## src/hw/rtl/sild_pkg.sv

```systemverilog
// Shared constants, types and helpers for the serial image loader deframer.
// Holds the sync word, the reset load base and the packed result item.
// No dependencies.
package sild_pkg;

  localparam int unsigned ADDR_WIDTH = 32;
  localparam logic [63:0] ADDR_MASK =
      (ADDR_WIDTH >= 64) ? '1 : ((64'd1 << ADDR_WIDTH) - 64'd1);

  localparam logic [31:0] LOAD_BASE_RESET = 32'h0008_0000;
  localparam logic [2:0]  SYNC_LEN        = 3'd5;

  localparam logic [7:0] CH_S = 8'h53;
  localparam logic [7:0] CH_T = 8'h54;
  localparam logic [7:0] CH_A = 8'h41;
  localparam logic [7:0] CH_R = 8'h52;

  // Output tdata width; the result item below lists its fields top bit first
  localparam int unsigned TDATA_BITS = 80;

  typedef struct packed {
    logic [30:0] announced_size;
    logic        load_done;
    logic [1:0]  phase_after;
    logic [7:0]  write_data;
    logic [31:0] write_address;
    logic        write_enable;
  } res_t;

  // Letter of the sync word "START" at a given match position
  function automatic logic [7:0] sync_char(input logic [2:0] pos);
    logic [7:0] c;
    case (pos)
      3'd0:    c = CH_S;
      3'd1:    c = CH_T;
      3'd2:    c = CH_A;
      3'd3:    c = CH_R;
      3'd4:    c = CH_T;
      default: c = CH_S;
    endcase
    return c;
  endfunction

endpackage

```

## src/hw/rtl/serial_image_loader_deframer.sv

```systemverilog
// Top level of the serial image loader deframer: sync hunt, size header and
// payload address generation, with a one-item skid stage on the result side.
// Depends on sild_pkg.
//
// Usage:
//   s_axis carries received serial bytes (tdata[7:0] = rx_byte). For every
//   accepted byte exactly one result item leaves on m_axis:
//     tuser       write_enable
//     tlast       load_done
//     tdata[31:0] write_address, [39:32] write_data, [41:40] phase_after,
//     [72:42] announced_size, upper bits zero.
//   The block hunts for "START", reads a 4-byte little-endian size and then
//   emits that many payload writes at load_base plus offset.
//   load_base is written through cfg_wr_en/cfg_wr_data while idle; the
//   user is bound to this, the block itself does not enforce it.
// One byte is taken every cycle unless the skid register is full. When
// the receiver stalls, one further item is caught in the skid register
// and s_axis_tready drops until it drains.
// Reset returns to hunting, clears the counters, restores load_base to
// 0x80000 and empties the output stages.
module serial_image_loader_deframer (
  input  logic        clk,
  input  logic        rst,
  input  logic        cfg_wr_en,
  input  logic [31:0] cfg_wr_data,
  input  logic        s_axis_tvalid,
  output logic        s_axis_tready,
  input  logic [7:0]  s_axis_tdata,   // [7:0] rx_byte
  output logic        m_axis_tvalid,
  input  logic        m_axis_tready,
  output logic [sild_pkg::TDATA_BITS-1:0] m_axis_tdata,
  // [31:0] write_address, [39:32] write_data, [41:40] phase_after,
  // [72:42] announced_size, [79:73] zero
  output logic        m_axis_tuser,   // [0] write_enable
  output logic        m_axis_tlast    // load_done
);

  typedef enum logic [1:0] {
    PH_HUNT = 2'd0,
    PH_SIZE = 2'd1,
    PH_DATA = 2'd2
  } phase_t;

  phase_t       phase, phase_next;
  logic [2:0]   sync_matched, sync_matched_next;
  logic [1:0]   size_idx, size_idx_next;
  logic [31:0]  image_size, image_size_next;
  logic [30:0]  bytes_rcv, bytes_rcv_next;
  logic [31:0]  load_base;

  sild_pkg::res_t res, out_res, skid_res;
  logic           skid_valid;

  logic        accept, out_take;
  logic [7:0]  b;
  logic [2:0]  m;
  logic [30:0] eff_size;
  logic [31:0] cnt_inc;
  logic [31:0] addr_sum;

  assign b        = s_axis_tdata;
  assign accept   = s_axis_tvalid && s_axis_tready;
  assign out_take = m_axis_tvalid && m_axis_tready;
  assign s_axis_tready = !skid_valid;

  assign m       = (sync_matched < sild_pkg::SYNC_LEN) ? sync_matched : 3'd0;
  assign cnt_inc = {1'b0, bytes_rcv} + 32'd1;
  assign addr_sum = (load_base + {1'b0, bytes_rcv}) & sild_pkg::ADDR_MASK[31:0];

  always_comb begin
    phase_next        = phase;
    sync_matched_next = sync_matched;
    size_idx_next     = size_idx;
    image_size_next   = image_size;
    bytes_rcv_next    = bytes_rcv;
    eff_size          = image_size[31] ? 31'd0 : image_size[30:0];
    res               = '0;
    case (phase)
      PH_SIZE: begin
        image_size_next = image_size | (32'(b) << {size_idx, 3'b000});
        if (size_idx == 2'd3) begin
          eff_size = image_size_next[31] ? 31'd0 : image_size_next[30:0];
          res.announced_size = eff_size;
          size_idx_next  = 2'd0;
          bytes_rcv_next = '0;
          if (eff_size == 31'd0) begin
            res.load_done     = 1'b1;
            phase_next        = PH_HUNT;
            sync_matched_next = 3'd0;
          end else begin
            phase_next = PH_DATA;
          end
        end else begin
          size_idx_next = size_idx + 2'd1;
        end
      end
      PH_DATA: begin
        res.write_enable   = 1'b1;
        res.write_address  = addr_sum;
        res.write_data     = b;
        res.announced_size = eff_size;
        bytes_rcv_next     = cnt_inc[30:0];
        if (cnt_inc >= {1'b0, eff_size}) begin
          res.load_done     = 1'b1;
          phase_next        = PH_HUNT;
          sync_matched_next = 3'd0;
          bytes_rcv_next    = '0;
        end
      end
      default: begin
        // unused phase code falls back to hunting
        phase_next = PH_HUNT;
        if (b == sild_pkg::sync_char(m)) begin
          if (m == sild_pkg::SYNC_LEN - 3'd1) begin
            sync_matched_next = 3'd0;
            phase_next        = PH_SIZE;
            size_idx_next     = 2'd0;
            image_size_next   = '0;
          end else begin
            sync_matched_next = m + 3'd1;
          end
        end else begin
          // restart, but a mismatching S opens a new match
          sync_matched_next = (b == sild_pkg::sync_char(3'd0)) ? 3'd1 : 3'd0;
        end
      end
    endcase
    res.phase_after = phase_next;
  end

  always_ff @(posedge clk) begin
    if (rst) begin
      phase         <= PH_HUNT;
      sync_matched  <= 3'd0;
      size_idx      <= 2'd0;
      image_size    <= '0;
      bytes_rcv     <= '0;
      load_base     <= sild_pkg::LOAD_BASE_RESET;
      m_axis_tvalid <= 1'b0;
      skid_valid    <= 1'b0;
    end else begin
      if (cfg_wr_en) begin
        load_base <= cfg_wr_data;
      end
      if (accept) begin
        phase        <= phase_next;
        sync_matched <= sync_matched_next;
        size_idx     <= size_idx_next;
        image_size   <= image_size_next;
        bytes_rcv    <= bytes_rcv_next;
        if (!m_axis_tvalid || out_take) begin
          out_res       <= res;
          m_axis_tvalid <= 1'b1;
        end else begin
          // receiver stalled: park the item in the skid stage
          skid_res   <= res;
          skid_valid <= 1'b1;
        end
      end else if (out_take) begin
        if (skid_valid) begin
          out_res    <= skid_res;
          skid_valid <= 1'b0;
        end else begin
          m_axis_tvalid <= 1'b0;
        end
      end
    end
  end

  assign m_axis_tdata = {7'd0, out_res.announced_size, out_res.phase_after,
                         out_res.write_data, out_res.write_address};
  assign m_axis_tuser = out_res.write_enable;
  assign m_axis_tlast = out_res.load_done;

  a_skid_behind_out: assert property (@(posedge clk) disable iff (rst)
    skid_valid |-> m_axis_tvalid)
    else $error("skid stage holds an item while the output stage is empty");

  a_done_hunts: assert property (@(posedge clk) disable iff (rst)
    (m_axis_tvalid && m_axis_tlast) |-> (m_axis_tdata[41:40] == PH_HUNT))
    else $error("load done without return to sync hunt");

  a_idle_write_zero: assert property (@(posedge clk) disable iff (rst)
    (m_axis_tvalid && !m_axis_tuser) |-> (m_axis_tdata[39:0] == 40'd0))
    else $error("address or data set on an item that is not a write");

  a_data_size_valid: assert property (@(posedge clk) disable iff (rst)
    (phase == PH_DATA) |-> (!image_size[31] && image_size != 32'd0))
    else $error("payload phase entered with an empty image size");

  a_size_idx_hunt: assert property (@(posedge clk) disable iff (rst)
    (accept && phase == PH_SIZE && size_idx == 2'd3) |=> (size_idx == 2'd0))
    else $error("size byte index not cleared after the last size byte");

endmodule

```

## config.mk

```make
export PLATFORM = sky130hd
export DESIGN_NAME = serial_image_loader_deframer
export DESIGN_NICKNAME = d
export VERILOG_FILES = /design/src/hw/rtl/sild_pkg.sv /design/src/hw/rtl/serial_image_loader_deframer.sv
export SDC_FILE = /design/constraint.sdc
export NUM_CORES = 1
export LEC_CHECK = 0
export ABC_AREA = 1
export BUFFER_PORTS_ARGS = -buffer_cell sky130_fd_sc_hd__buf_2
export CAP_MARGIN = 20
export CORE_ASPECT_RATIO = 0.8
export CORE_MARGIN = 4
export CORE_UTILIZATION = 55
export CTS_BUF_LIST = sky130_fd_sc_hd__clkbuf_2 sky130_fd_sc_hd__clkbuf_4 sky130_fd_sc_hd__clkbuf_8
export DETAILED_ROUTE_END_ITERATION = 10
export PLACE_DENSITY = 0.72
export SETUP_SLACK_MARGIN = 0.3
export SLEW_MARGIN = 10
export SYNTH_ARGS = -nofsm -noshare
export SYNTH_HDL_FRONTEND = slang
export SYNTH_SLANG_ARGS = --single-unit
```

## constraint.sdc

```tcl
create_clock -name clk -period 17.3 [get_ports clk]
set_clock_uncertainty 0.2 [all_clocks]
set_input_delay 1.73 -clock clk [delete_from_list [all_inputs] [get_ports clk]]
set_output_delay 1.73 -clock clk [all_outputs]
set_load 0.005 [all_outputs]
```

==> out/results.ini, run 1 <==
[routing]
drt-total-wl_mm=39.1
postRouteAntennaNets=0
detail_route.first_pass.iterations=5
drt_first_iter_violations=1391
detail_route.wl_per_cell_um=17.2
drcViolationCount=0
avgViaCountPerCell=5.56
dr_total_vias=12600

[clocking]
cts_post_setup_buffers_inserted=0
cts.repair.resized=0
worstSkewPairLatency_ns=0.56
clock_sink_count=254
tritoncts.num_buffers=42
cts_tree=built
clkSlewWorstSetupHoldPaths_ns=0.06
cts-root-to-sink-buffers=3
cts_hold_repair.buffers=0
htreeDepth=2
cts.root.buffer_cell=clkbuf_8

[yosys]
synthDominantAreaCellType=edfxtp_1
synth_top_flop_cell=edfxtp_1
post_synth_inst_count=1818
yosysMostFrequentCell=nand2_1
synth_edf_count=150
synth.top_cells.by_count=nand2_1 (608), nor2_1 (179), a21oi_1 (159)
synth-seq-area-share_pct=46.5
ys_async_sr_fraction_pct=0
post_synth_instance_area_um2=14200
synth_top_area_share_pct=31.8
ys.warnings.count=0
synth_area_leaders=edfxtp_1 (32%), nand2_1 (16%), dfxtp_1 (15%)
synth_seq_cells=254
yosysUniqueCellTypes=46
syn_area_per_cell_um2=7.79

[global_routing]
grt_overflow=0
grt_usage_pct=26.8
number_of_global_route_vias_before_repair=11100
grt_antenna_before_repair=0
grt_start_max_net_pins=94
grt_first_pass_wirelength_mm=60.9

[die]
core_area_um2=25300
die_area_um2=28400
start_util_pct=55.9
fp.dieH_um=151
top_level_ports=129
die_width_um=187
placementRows=52

[pwr]
irDropWorstVdd_v=0.0000493
switchingPower_uw=309
p_per_area_nw_per_um2=80.5
swShare_pct=24.3
power.internal_uw=963
share_clk_of_total_power_pct=42.4
power.leakage_nw=6.68
comb_power_share_pct=5.9
power_mw=1.27
seqPwrFrac_pct=51.7

[worst_hold_path]
worstHoldPathType=flop to flop

[final_layout]
utilization_pct=62.4
n_antenna_cell=0
p_r_area_growth_vs_syn_pct=11.6
drive_above_1_share_pct=11.9
final_nets=2033
finalNonFillerCells=2274
fillCellCount=2282
stdcell_area_um2=15800

[timing]
post-route-min-period_ns=4.29
slew-limit-headroom_pct=23.7
timing.final.crit_share_pct=24.8
hold_viol_final=0
worst_slew_pin_slew_ns=1.14
grt_setup_unrepaired=false
timing.fmax_mhz=233
fin_hold_ws_ns=0.268
slew_viol_final=0
finalWorstSetupSlack_ns=13.01
final_setup_tns_ns=0
final-setup-viol-count=0

[placement]
place_ws_ns=12.43
number_of_placed_cells_counting_well_taps=2196
post_dp_cell_area_um2=14900
gp_congestion=0.957
io_buffer_count=121
place_hpwl_mm=28.0

[flow_run]
cap_viol_max_count=0

[status]
outcome=completed

[setup_path]
cp-start-kind=input pin
worstSetupPathType=input pin to flop
setup.reg_to_reg.worst_slack_ns=13.12
required_ns=17.30
worst-path-max-fanout=63
critical_path_arrival_ns=4.29
end_kind=flop

-- critical path, cell delays in order --
cell	delay, ns
buf_2	0.08
inv_1	0.09
nor2_4	0.09
buf_4	0.59
nand2_1	0.22
nor2_4	0.81
buf_4	0.62
-- logic make-up after synthesis --
| group | after synthesis | share of synthesized area, % |
|---|---|---|
| compound gates | 304 | 11.6 |
| fa+ha+maj | 72 | 6.42 |
| other cells | 1 | 0.0265 |
| flops | 254 | 46.5 |
| simple gates | 960 | 27.8 |
| buf+inv | 195 | 5.63 |
| xor+xnor | 32 | 1.98 |
-- cell type report --
| type | instances | area (um2) | area share, % |
|---|---|---|---|
| clock buffer | 54 | 674 | 4.27 |
| clock inverter | 24 | 171 | 1.09 |
| inverter | 112 | 420 | 2.66 |
| multi-input combinational | 1375 | 6830 | 43.3 |
| sequential | 254 | 6590 | 41.7 |
| tap | 324 | 405 | 2.57 |
| timing repair buffer | 131 | 701 | 4.44 |
-- power groups by stage --
stage          clock network, mW  registers, mW  logic (mW)
6_report                   0.540          0.657      0.0745
5_1_grt                    0.578          0.658      0.0837
4_1_cts                    0.550          0.658      0.0743
3_5_place_dp                   0          0.670      0.0739
3_3_place_gp                   0          0.670      0.0724
2_1_floorplan                  0          0.671      0.0451
-- flip-flops by register name, indices dropped and copies added, names as in the netlist, 2 cells and up --
signal and flops:
m_axis_tdata 73, skid_res 75, image_size 32, sync_matched 3
size_idx 2, bytes_rcv 31, load_base 32, phase 2
-- placed cells by master, fill, tap and decap left out, drive strengths merged, types with 2 or more instances in the layout --
cell / synthesis / final
nand2: 611 / 611
nor2: 186 / 186
a21oi: 159 / 159
edfxtp: 150 / 150
buf: 28 / 131
inv: 110 / 111
nand3: 105 / 105
dfxtp: 104 / 104
o21ai: 100 / 100
ha: 71 / 71
clkbuf: 55 / 54
o21bai: 31 / 31
nand4: 21 / 21
clkinv: 2 / 21
nor3: 19 / 19
xor2: 18 / 18
xnor2: 14 / 14
or2: 7 / 7
conb: 1 / 7
a21o: 4 / 4
nor4: 3 / 3
nand3b: 3 / 3
and2: 3 / 3
o21a: 2 / 2
a31oi: 2 / 2
clkinvlp: 0 / 2
bufinv: 0 / 2
a211oi: 2 / 2
-- metal layers --
metal  GRT usage, %  vias up  routed length [um]
li1               -     6252                   -
met1           42.5     5848               19100
met2           36.5      497               15500
met3           6.67       39                3930
met4           5.54        0                 444
met5              0        -                   0
-- worst paths after layout --
path	cells past startpoint	startpoint	to
hold reg to reg	2	image_size[0]	image_size[0]
setup / recovery	7	s_axis_tvalid	skid_res[60]
setup reg to reg	16	bytes_rcv[8]	bytes_rcv[29]
hold / removal	2	image_size[0]	image_size[0]
Power figures use the tool's default switching activity.
==> run 2: changes to the inputs <==
==> constraint.sdc (replaced) <==
create_clock -name clk -period 4.1 [get_ports clk]
set_clock_uncertainty 0.2 [all_clocks]
set_input_delay 0.41 -clock clk [delete_from_list [all_inputs] [get_ports clk]]
set_output_delay 0.41 -clock clk [all_outputs]
set_load 0.005 [all_outputs]
==> run 2 against run 1 <==
Against the previous run: flip-flop and latch count stayed put; non-clock buffer count grew 51; die area unchanged; cell count increased by 2.2%; clock-buffer cell count grew 6; via count increased by 1.6%; register-to-register slack got worse by 13 ns; hold slack worse by 0.20 ns; first-iteration DRC count decreased by 0.22%; routed wire length increased by 2.3%; global-route usage increased by 0.76 points; utilization is 2.4 points higher; largest power group unchanged.
==> out/results.ini, run 2 (synthesis results as in run 1) <==
[pwr]
power.internal_mw=4.42
p_per_area_nw_per_um2=350
power_mw=5.74
irDropWorstVdd_v=0.000255
share_clk_of_total_power_pct=45.2
comb_power_share_pct=6.3
seqPwrFrac_pct=48.5
switchingPower_mw=1.32
swShare_pct=23.0
power.leakage_nw=6.86

[clocking]
worstSkewPairLatency_ns=0.57
cts.root.buffer_cell=clkbuf_8
clkSlewWorstSetupHoldPaths_ns=0.06
htreeDepth=2
clock_sink_count=254
cts-root-to-sink-buffers=3
tritoncts.num_buffers=42
cts_tree=built

[final_layout]
registers.top_by_ff_count=skid_res
final_nets=2084
drive_above_1_share_pct=12.9
layout.area.seq_um2=6590
multiInputGateArea_um2=6840
layout.cells.most_common=nand2_1
p_r_area_growth_vs_syn_pct=15.9
largest_register_ffs=75
fillCellCount=2195
top_library_cells_by_usage_in_the_layout_fill_and_taps_aside=nand2_1 (607), nor2_1 (175), a21oi_1 (159)
stdcell_area_um2=16400

[global_routing]
grt_start_max_net_pins=94
grt_antenna_before_repair=0
number_of_global_route_vias_before_repair=11700
grt_usage_pct=27.5
grt_overflow=0
grt_first_pass_wirelength_mm=62.9

[flow_run]
cap_viol_max_count=0

[die]
die_area_um2=28400
start_util_pct=55.9
core_area_um2=25300
fp.dieH_um=151
top_level_ports=129
die_width_um=187
placementRows=52

[placement]
place_hpwl_mm=28.4
io_buffer_count=121
gp_congestion=0.980
post_dp_cell_area_um2=15000

[routing]
detail_route.first_pass.iterations=6
avgViaCountPerCell=5.52
drcViolationCount=0
postRouteAntennaNets=0
detail_route.wl_per_cell_um=17.2
drt_first_iter_violations=1388
drt-total-wl_mm=39.9
dr_total_vias=12800

[status]
outcome=completed

[timing]
final-setup-viol-count=0
grt_setup_unrepaired=false
worst_slew_pin_slew_ns=1.07
fin_hold_ws_ns=0.0663
hold_viol_final=0
timing.fmax_mhz=286
slew_viol_final=0
post-route-min-period_ns=3.50
slew-limit-headroom_pct=28.7
final_setup_tns_ns=0
timing.final.crit_share_pct=85.3

[setup_path]
worstSetupPathType=flop to flop
worst-path-max-fanout=30
max_stage_delay_ns=0.47
cp-start-kind=flop
end_kind=flop
worstPathCellList=nand2_1, inv_1, nand4_1, nor4_1, buf_4, nand2_1, xor2_1, inv_1, ha_1, and3_1, and2_1, a21boi_1, nand3_2, nand3_4, nor2_4, buf_12, a22oi_1, nor2_1
critical_path_arrival_ns=3.72
worst_path_max_delay_cell=dfxtp_1
required_ns=4.32

[worst_hold_path]
worstHoldPathType=input pin to flop

## run 2: cell count changes in the layout (fill, tap and decap cells not counted), sizes merged
cell         change
buf             +15
bufinv           +4
clkbuf           +6
clkinv          -10
clkinvlp         -1
diode            +1
dlygate4sd3     +36
## run 2: repair_timing
| item | 4_1_cts | 5_1_grt |
|---|---|---|
| buffers inserted | 0 | 2 |
| hold buffers | 36 | 0 |
| endpoints found under the hold margin | 36 | 0 |
| endpoints found under the setup margin | 0 | 40 |
| gates resized for setup | 0 | 11 |
## run 2: worst max-delay path, delay by kind of cell (launching register included)
family                     cells  cell delay, ns
DFF                            1            0.47
adders and majority gates      1            0.29
and+or+nand+nor               10            1.33
xor gates and xnor gates       1            0.14
buffers and inverters          4            0.58
AOI/OAI and AO/OA              2            0.34
## run 2: path summary, 6_finish.rpt
kind	slack, ns	start	depth (start not counted)	end
max	0.60	bytes_rcv[7]	18	bytes_rcv[30]
min	0.07	s_axis_tdata[2]	3	skid_res[35]
max reg2reg	0.60	bytes_rcv[7]	18	bytes_rcv[30]
min reg2reg	0.26	image_size[0]	2	image_size[0]
## run 2: stage by stage
step	instances	setup WS, ns	utilization, %
2_1_floorplan	1824	0.303	-
3_3_place_gp	2209	0.552	59.4
3_5_place_dp	2209	0.447	59.4
4_1_cts	2322	0.415	64.7
5_1_grt	2324	0.301	64.8
6_report	2325	0.602	64.8
## run 2: per-layer routing
metal,global-route usage (%),up-vias,wire length (um)
li1,-,6343,-
met1,42.3,5884,19300
met4,5.06,0,448
met5,0,-,0
met2,39.6,571,15900
met3,6.99,38,4290
## run 2: power by group through the flow
stage	registers (mW)	clock network [mW]	logic, mW
finish	2.79	2.59	0.363
CTS	2.79	2.63	0.359
global placement	2.84	0	0.323
detailed placement	2.84	0	0.330
global route	2.79	2.75	0.405
floorplan	2.84	0	0.201
## run 2: layout make-up
cell class / instances / area share [%]
Antenna cell: 1 / 0.0153
Clock inverter: 17 / 1.43
Multi-Input combinational cell: 1375 / 41.7
Inverter: 112 / 2.56
Timing Repair Buffer: 182 / 7.18
Sequential cell: 254 / 40.2
Clock buffer: 60 / 4.46
Tap cell: 324 / 2.47
